===== src/hdl/mlit_pkg.sv =====
package mlit_pkg;

   localparam int DIM_X_DEF = 32;
   localparam int DIM_Y_DEF = 32;
   localparam int DIM_Z_DEF = 32;
   localparam int MAX_DIRS_DEF = 64;
   localparam int MAX_LINE_POINTS_DEF = 64;

   localparam int VOL_CAP = 32768;
   localparam int VOL_AW = 15;
   localparam int SUM_W = 40;
   localparam logic [SUM_W-1:0] SAT40 = {SUM_W{1'b1}};

   localparam logic [1:0] KIND_VOXEL = 2'd0;
   localparam logic [1:0] KIND_POINT = 2'd1;
   localparam logic [1:0] KIND_QUERY = 2'd2;

   localparam logic [2:0] REG_NUM_DIRS = 3'd0;
   localparam logic [2:0] REG_RIPPLE = 3'd1;
   localparam logic [2:0] REG_THRESH = 3'd2;
   localparam logic [2:0] REG_LOW_LIMIT = 3'd3;
   localparam logic [2:0] REG_RANGE_FIRST = 3'd4;
   localparam logic [2:0] REG_RANGE_LAST = 3'd5;

   typedef struct packed {
      logic [6:0] num_dirs;
      logic [5:0] ripple_limit;
      logic [15:0] prob_threshold;
      logic [9:0] low_length_limit;
      logic [15:0] range_first;
      logic [15:0] range_last;
   } cfg_type;

   typedef enum logic [3:0] {
      ST_IDLE, ST_CLEAR, ST_LOAD, ST_DIR, ST_PT_RD, ST_PT_WAIT, ST_VOX_RD, ST_VOX_WAIT,
      ST_ACC, ST_HALF_END, ST_DIR_END, ST_OUT
   } state_type;

   // line point record: dz dy dx weight (37 bits)
   typedef struct packed {
      logic signed [6:0] dz;
      logic signed [6:0] dy;
      logic signed [6:0] dx;
      logic [15:0] w;
   } point_type;

endpackage


===== src/hdl/mlit_csr.sv =====
module mlit_csr
   import mlit_pkg::*;
(
   input logic clock,
   input logic reset,
   input logic csr_psel,
   input logic csr_penable,
   input logic csr_pwrite,
   input logic [4:0] csr_paddr,
   input logic [31:0] csr_pwdata,
   output logic [31:0] csr_prdata,
   output logic csr_pready,
   output cfg_type cfg
);

   cfg_type cfg_ff, cfg_in;
   logic wr;
   logic [2:0] idx;

   assign csr_pready = 1'b1;
   assign wr = csr_psel & csr_penable & csr_pwrite;
   assign idx = csr_paddr[4:2];
   assign cfg = cfg_ff;

   // register write decode
   always_comb begin
      cfg_in = cfg_ff;
      if (wr) begin
         unique case (idx)
            REG_NUM_DIRS: cfg_in.num_dirs = csr_pwdata[6:0];
            REG_RIPPLE: cfg_in.ripple_limit = csr_pwdata[5:0];
            REG_THRESH: cfg_in.prob_threshold = csr_pwdata[15:0];
            REG_LOW_LIMIT: cfg_in.low_length_limit = csr_pwdata[9:0];
            REG_RANGE_FIRST: cfg_in.range_first = csr_pwdata[15:0];
            REG_RANGE_LAST: cfg_in.range_last = csr_pwdata[15:0];
            default: ;
         endcase
      end
   end

   always_ff @(posedge clock) begin
      if (reset) begin
         cfg_ff <= '{num_dirs: 7'd1, ripple_limit: 6'd0, prob_threshold: 16'd32768,
                     low_length_limit: 10'd1023, range_first: 16'd1,
                     range_last: 16'd32768};
      end else begin
         cfg_ff <= cfg_in;
      end
   end

   // read decode
   always_comb begin
      unique case (idx)
         REG_NUM_DIRS: csr_prdata = {25'd0, cfg_ff.num_dirs};
         REG_RIPPLE: csr_prdata = {26'd0, cfg_ff.ripple_limit};
         REG_THRESH: csr_prdata = {16'd0, cfg_ff.prob_threshold};
         REG_LOW_LIMIT: csr_prdata = {22'd0, cfg_ff.low_length_limit};
         REG_RANGE_FIRST: csr_prdata = {16'd0, cfg_ff.range_first};
         REG_RANGE_LAST: csr_prdata = {16'd0, cfg_ff.range_last};
         default: csr_prdata = 32'd0;
      endcase
   end

endmodule


===== config.mk =====
export PLATFORM = sky130hd
export DESIGN_NAME = mlit_csr
export DESIGN_NICKNAME = d
export VERILOG_FILES = /design/src/hdl/mlit_pkg.sv /design/src/hdl/mlit_csr.sv
export SDC_FILE = /design/constraint.sdc
export NUM_CORES = 1
export LEC_CHECK = 0
export BUFFER_PORTS_ARGS = -buffer_cell sky130_fd_sc_hd__buf_4
export CAP_MARGIN = 20
export CORE_ASPECT_RATIO = 1.4
export CORE_MARGIN = 10
export CORE_UTILIZATION = 40
export CTS_BUF_LIST = sky130_fd_sc_hd__clkbuf_2 sky130_fd_sc_hd__clkbuf_4 sky130_fd_sc_hd__clkbuf_8
export CTS_CLUSTER_DIAMETER = 80
export CTS_CLUSTER_SIZE = 25
export DETAILED_ROUTE_END_ITERATION = 8
export PLACE_DENSITY_LB_ADDON = 0.05
export SYNTH_ARGS = -nofsm -noshare
export SYNTH_HDL_FRONTEND = slang
export SYNTH_SLANG_ARGS = --single-unit

===== constraint.sdc =====
create_clock -name clock -period 1.7 [get_ports clock]
set_clock_uncertainty 0.1 [all_clocks]
set_input_delay 0.34 -clock clock [delete_from_list [all_inputs] [get_ports clock]]
set_output_delay 0.34 -clock clock [all_outputs]
set_load 0.005 [all_outputs]

Yosys cells after proc, flatten, opt, wreduce, memory -nomap -nowiden --
Cells that the tools add are included.
Storage, ports and cells: register bits after elaboration 71, input port bits 42, output and inout bits 104, word-level logic and storage cells 21
Cells by class: equality and inequality tests 5, mux-type cells 1, bitwise logic cells 2, reduce and logical (&&, ||, !) cells 7
Operator list (count):
- $pmux 16 s6 | 1
- $reduce_and 2->1 | 6
- $eq 3x2->1 const B | 2
- $eq 3x3->1 const B | 2
- $eq 3x1->1 const B | 1
- $logic_not 3->1 | 1
- $and 1x1->1 | 2

Longest topological paths before layout --
Gate-level depths: netlist of the first run.
word-level depth 3, gate-level depth with buffers 6, depth with buffers taken out 3

Worst setup path before layout of the first run --
Ideal clock, no wire load.
kind input to output, start in csr_paddr[3], end out csr_prdata[1], data arrival time 1.152 ns, data required time 1.260 ns, setup slack 0.108 ns, cell stages on the path 5, path buffers 2, cell sequence buf_4 buf_6 mux2_2 a21oi_1 o22ai_1
On the way: longest elaborated chain between the ends 2, elaborated cells between the ends (all ways) 7, those cells by class eq/ne: 5; mux: 1; reduce/logical: 1
RTL lines:
- start, declared | line mlit_csr.sv:9 | input logic [4:0] csr_paddr,
- $eq 3x3->1 (tied with other cells) | line mlit_csr.sv:53 | unique case (idx)
- $pmux 16 s6 * | line mlit_csr.sv:53
- end, declared | line mlit_csr.sv:11 | output logic [31:0] csr_prdata,
Every way passes the cells marked *; elsewhere a longest branch is shown, timed or not.

Worst setup path in the final report of the first run --
start reg cfg_ff, in the netlist cfg[46], end out csr_prdata[4]
On the way: longest elaborated chain between the ends 1
RTL lines:
- start, declared | line mlit_csr.sv:16 | cfg_type cfg_ff, cfg_in;
- start signal, assigned | line mlit_csr.sv:43 | cfg_ff <= '{num_dirs: 7'd1, ripple_limit: 6'd0, prob_threshold: 16'd32768,
- start signal, assigned | line mlit_csr.sv:47 | cfg_ff <= cfg_in;
- $pmux 16 s6 | line mlit_csr.sv:53
No other way between the ends.

==> flow_summary.json, run 1 <==
{
  "p_sw_share_pct": 25.3,
  "worst_setup_path_start_kind": "flop",
  "num-fill-cells": 853,
  "via_count": 3505,
  "grt_pass1_wl_mm": 18.9,
  "finalHoldViolations": 0,
  "insertedDiodeCount": 0,
  "powerDensity_nw_per_um2": 671,
  "ys_warn_count": 0,
  "largest_reg_flops": 71,
  "wl_per_cell_um": 18.5,
  "synthCells": 418,
  "synth_xor_area_share_pct": 0,
  "dpl_worst_slack_ps": -145,
  "rsz0062_at_grt": "true",
  "hold_path_class": "primary input to flop",
  "multiInputGateArea_sq_um": 2000,
  "crit_arrival_ps": 1350,
  "regArea_sq_um": 1440,
  "synth_area_sq_um": 3650,
  "cts_buffer_depth": 2,
  "drive_gt1_share_pct": 38.8,
  "cts_tree": "yes",
  "synth_top_cell_area_share_pct": 38.9,
  "p_int_uw": 2500,
  "ir_worst_vdd_mv": 0.354,
  "place.gp.congestion": 0.778,
  "syn_to_final_growth_pct": 36.4,
  "p_seq_share_pct": 50.4,
  "dpl.hpwl_mm": 8.57,
  "gr-usage-all-layers_pct": 17.5,
  "fp-row-count": 41,
  "ys_ff_latch": 71,
  "cts-root-buf": "clkbuf_8",
  "drc_errors": 0,
  "drt.antenna.violating_nets": 0,
  "totalWireLength_mm": 12.1,
  "crit_path_max_fanout": 3,
  "synth.avg_cell_area_sq_um": 8.74,
  "io_pins": 146,
  "die_w_um": 101,
  "synth_compound_area_share_pct": 16.1,
  "synthSimpleGateAreaFrac_pct": 18.9,
  "path_class": "flop to primary output",
  "max_freq_ghz": 0.560,
  "clk_pin_slew_ps": 70,
  "yosys.cell_types.count": 36,
  "drv_cap": 0,
  "via_per_inst": 5.38,
  "dr.first_iter.drc_count": 168,
  "synth_top_area_cell": "dfxtp_1",
  "grt_max_degree": 52,
  "coreArea_sq_um": 8980,
  "cts_buffers": 9,
  "p_comb_share_pct": 13.3,
  "initial_core_util_pct": 40.7,
  "setup_ws_ps": -87.2,
  "worstSkewPairLatency_ps": 340,
  "critPathRequiredTime_ps": 1260,
  "ys_seq_area_share_pct": 38.9,
  "outcome": "complete, but fails checks",
  "setup_violations": 2,
  "p_sw_uw": 845,
  "failed_checks": "negative setup slack",
  "fin_crit_sh_pct": 105,
  "nNetsFinal": 583,
  "synthTopCellsByArea": "dfxtp_1 (39%), mux2i_1 (13%), o21ai_0 (6.9%), a21oi_1 (4.9%), buf_4 (4.9%)",
  "die-area_sq_um": 13400,
  "slew_viol_final": 0,
  "synth_adder_area_share_pct": 0,
  "die_y_um": 133,
  "antenna_found_initial": 0,
  "final_util_pct": 55.5,
  "portBuffers": 110,
  "holdWs_ps": 168,
  "firstDrtPassIters": 5,
  "synth_top_family_by_area": "simple AND/OR/NAND/NOR gates",
  "min_period_ps": 1790,
  "clock-sinks": 71,
  "tns_ps": -152,
  "power_frac_clock_pct": 36.3,
  "htreeDepth": 3,
  "p_leak_uw": 0.00219,
  "yosys-mux-area-fraction_pct": 15.3,
  "endpoint_kind": "primary output",
  "grt-ovfl-total": 0,
  "grt_pass1_vias": 3589
}
## worst max-delay path, stage by stage, from the launching register on
cell      delay, ps
dfxtp_2         330
mux2_2          270
a221oi_2        210
a21oi_1          60
buf_4           140
## cells in the mapped netlist, drive strengths merged
master,number
clkbuf,11
mux2i,47
and3b,1
o22ai,4
nand3,31
nor2,28
a31oi,1
buf,45
dfxtp,71
mux2,8
nor2b,12
inv,1
a221oi,1
and4,1
nand2b,25
o221ai,5
nand4b,1
conb,2
nor3b,2
a21oi,36
nand2,15
o21ai,62
nand4,5
and4b,1
a22oi,2
## final cells by class
class,instances,share of cell area (%)
clock buffer,13,3.34
clock inverter,1,0.100
inverter,1,0.0753
multi-input combinational,305,40.2
sequential,71,28.9
tap,107,2.69
timing repair buffer,153,24.8
## logic make-up (layout without fill, tap and decap cells)
family / after synthesis / in the layout
DFF: 71 / 71
muxes: 55 / 55
and+or+nand+nor: 122 / 122
buffers and inverters: 57 / 168
AOI/OAI and AO/OA: 111 / 111
other: 2 / 17
## metrics by stage
stage,power (uW),area (sq um),cells
finish,3340,4980,651
global route,3480,4980,651
global placement,2140,4610,629
CTS,3370,4900,650
floorplan,1970,3710,433
detailed placement,2140,4610,629
## layout by cell type, fill, tap and decap left out, types with 2 or more instances in the layout
cell	instances
clkbuf_4	2
dfxtp_1	58
mux2i_1	46
nand3_1	30
o21ai_0	46
o22ai_1	3
nor2_1	26
nand4_1	4
o21ai_1	16
clkbuf_8	11
buf_12	5
nand2_1	10
nand2b_1	24
o221ai_2	5
a21oi_1	35
buf_6	4
dfxtp_2	13
nand2_2	4
mux2_2	5
nor2b_1	11
buf_4	143
conb_1	17
mux2_4	3
## worst paths after layout
| kind | cells after the start | slack, ps | from | endpoint |
|---|---|---|---|---|
| worst min-delay path | 3 | 170 | csr_pwdata[14] | cfg[56]$_SDFFE_PP0P_ |
| worst max register to register | 3 | 870 | cfg[64]$_SDFFE_PP1P_ | cfg[64]$_SDFFE_PP1P_ |
| worst min register to register | 2 | 390 | cfg[13]$_SDFFE_PP0P_ | cfg[13]$_SDFFE_PP0P_ |
| worst max-delay path | 4 | -90 | cfg[46]$_SDFFE_PP0P_ | csr_prdata[4] |
## power by group through the flow
stage          sequential [uW]  combinational (uW)  clock, uW
4_1_cts                   1680                 431       1260
6_report                  1690                 446       1210
5_1_grt                   1690                 482       1310
3_3_place_gp              1720                 413          0
2_1_floorplan             1720                 250          0
3_5_place_dp              1720                 415          0
## per-layer routing
layer,vias up,routed length (um),track usage (%)
met2,119,6290,30.1
met3,15,759,4.59
li1,1676,-,-
met1,1695,4820,19.6
met4,0,212,7.24
met5,-,0,0
## what timing repair did
action                     CTS  global route
setup buffers                7             1
pin swaps                    3             3
resized for setup           27            19
setup endpoints to repair   16            14
hold buffers                 0             0
Power figures use the tool's default switching activity.
==> inputs of run 2 (changes only) <==
clock period = 2.1 ns   (was 1.7 ns; I/O delays follow)
==> flow_summary.json, run 2 (synthesized netlist as in run 1, its figures left out) <==
{
  "outcome": "finished, final reports clean",
  "syn_to_final_growth_pct": 28.9,
  "cts_resized": 0,
  "tns_ps": 0,
  "worstSkewPairLatency_ps": 350,
  "cts-root-buf": "clkbuf_8",
  "hold_path.startpoint": "csr_pwdata[12]",
  "die_y_um": 133,
  "grt_max_degree": 39,
  "fp-row-count": 41,
  "clock-sinks": 71,
  "design_area_sq_um": 4710,
  "post_cts_buffers": 0,
  "reg2reg_to": "cfg[48]$_SDFFE_PP0P_",
  "die_w_um": 101,
  "clk_pin_slew_ps": 80,
  "initial_core_util_pct": 40.7,
  "htreeDepth": 3,
  "crit_arrival_ps": 1490,
  "r2r-start": "cfg[48]$_SDFFE_PP0P_",
  "fin_crit_sh_pct": 95.7,
  "via_per_inst": 5.30,
  "dpl.hpwl_mm": 8.44,
  "grt_pass1_vias": 3483,
  "min_period_ps": 2010,
  "ir_worst_vdd_mv": 0.385,
  "cts_tree": "yes",
  "path_class": "primary input to primary output",
  "firstDrtPassIters": 5,
  "hold_path_end": "cfg[12]$_SDFFE_PP0P_",
  "drive_gt1_share_pct": 31.2,
  "totalWireLength_mm": 11.7,
  "drv_cap": 0,
  "via_count": 3350,
  "crit_path_max_fanout": 18,
  "slew_viol_final": 0,
  "antenna_found_initial": 0,
  "cts_buffers": 9,
  "final_util_pct": 52.4,
  "dr.first_iter.drc_count": 124,
  "worst_setup_path_start_kind": "primary input",
  "io_pins": 146,
  "final_common_cell": "buf_4",
  "gr-usage-all-layers_pct": 17.2,
  "rsz0062_at_grt": "false",
  "powerDensity_nw_per_um2": 622,
  "grt-ovfl-total": 0,
  "hold_path_class": "primary input to flop",
  "grt_pass1_wl_mm": 18.6,
  "largest_reg_flops": 71,
  "endpoint_kind": "primary output",
  "max_freq_ghz": 0.497,
  "drc_errors": 0,
  "place.gp.congestion": 0.760,
  "wl_per_cell_um": 18.5,
  "drt.antenna.violating_nets": 0,
  "finalHoldViolations": 0,
  "coreArea_sq_um": 8980,
  "nNetsFinal": 563,
  "insertedDiodeCount": 0,
  "place_area_sq_um": 4480,
  "final_cell_mix": "buf_4 (132), dfxtp_1 (71), o21ai_0 (50)",
  "setup_violations": 0,
  "worstHoldPathCells": 3,
  "r2r_slack_ps": 1260,
  "critPathRequiredTime_ps": 1580,
  "p_leak_uw": 0.00206,
  "cts_buffer_depth": 2,
  "reg2regPathDepth": 3,
  "hold_buffers": 0,
  "portBuffers": 110,
  "die-area_sq_um": 13400
}
-- run 2: cell count changes in the layout (fill, tap and decap cells not counted), sizes merged --
cell    change
clkbuf      -1
bufinv      +2
buf        -20
-- run 2: cell type report --
cell class                      instances  area (sq um)
Fill cell                             882          4270
Clock inverter                          3          65.1
Multi-Input combinational cell        305          1910
Tap cell                              107           134
Sequential cell                        71          1420
Timing Repair Buffer                  133          1010
Clock buffer                           12           165
Inverter                                1          3.75
-- run 2: how the worst max path moves through the flow --
stage                     slack [ps]  depth (start not counted)    startpoint       endpoint
after detailed placement          80                          7  csr_paddr[2]  csr_prdata[6]
after global placement            90                          7  csr_paddr[2]  csr_prdata[6]
after floorplan                  350                          5  csr_paddr[3]  csr_prdata[1]
final                             90                          7  csr_paddr[2]  csr_prdata[6]
after global routing              20                          7  csr_paddr[2]  csr_prdata[6]
after CTS                         70                          7  csr_paddr[2]  csr_prdata[6]
-- run 2: report_power, final --
group,switching (uW),internal (uW)
logic,183,131
registers,8.19,1360
clock network,495,758
-- run 2: stage by stage --
step	hold WS, ps	worst slack [ps]	cells	total power [uW]
2_1_floorplan	377	348	433	1600
3_3_place_gp	378	94.7	617	1710
3_5_place_dp	382	79.6	617	1710
4_1_cts	235	72.9	632	2950
5_1_grt	251	17.1	632	3030
6_report	238	89.7	632	2930
-- run 2: worst max-delay path: stages --
cell and delay, ps:
buf_4 200, buf_4 180, nor3b_2 190, buf_4 200, nand2_1 60, o221ai_1 80, buf_4 150
-- run 2: per-layer routing --
| metal | up-vias | routed length (um) | track usage, % | part of all wire (%) |
|---|---|---|---|---|
| li1 | 1634 | - | - | - |
| met1 | 1591 | 4740 | 20.1 | 41 |
| met2 | 113 | 6060 | 29.4 | 52 |
| met3 | 12 | 745 | 4.22 | 6.4 |
| met4 | 0 | 140 | 5.67 | 1.2 |
| met5 | - | 0 | 0 | 0 |
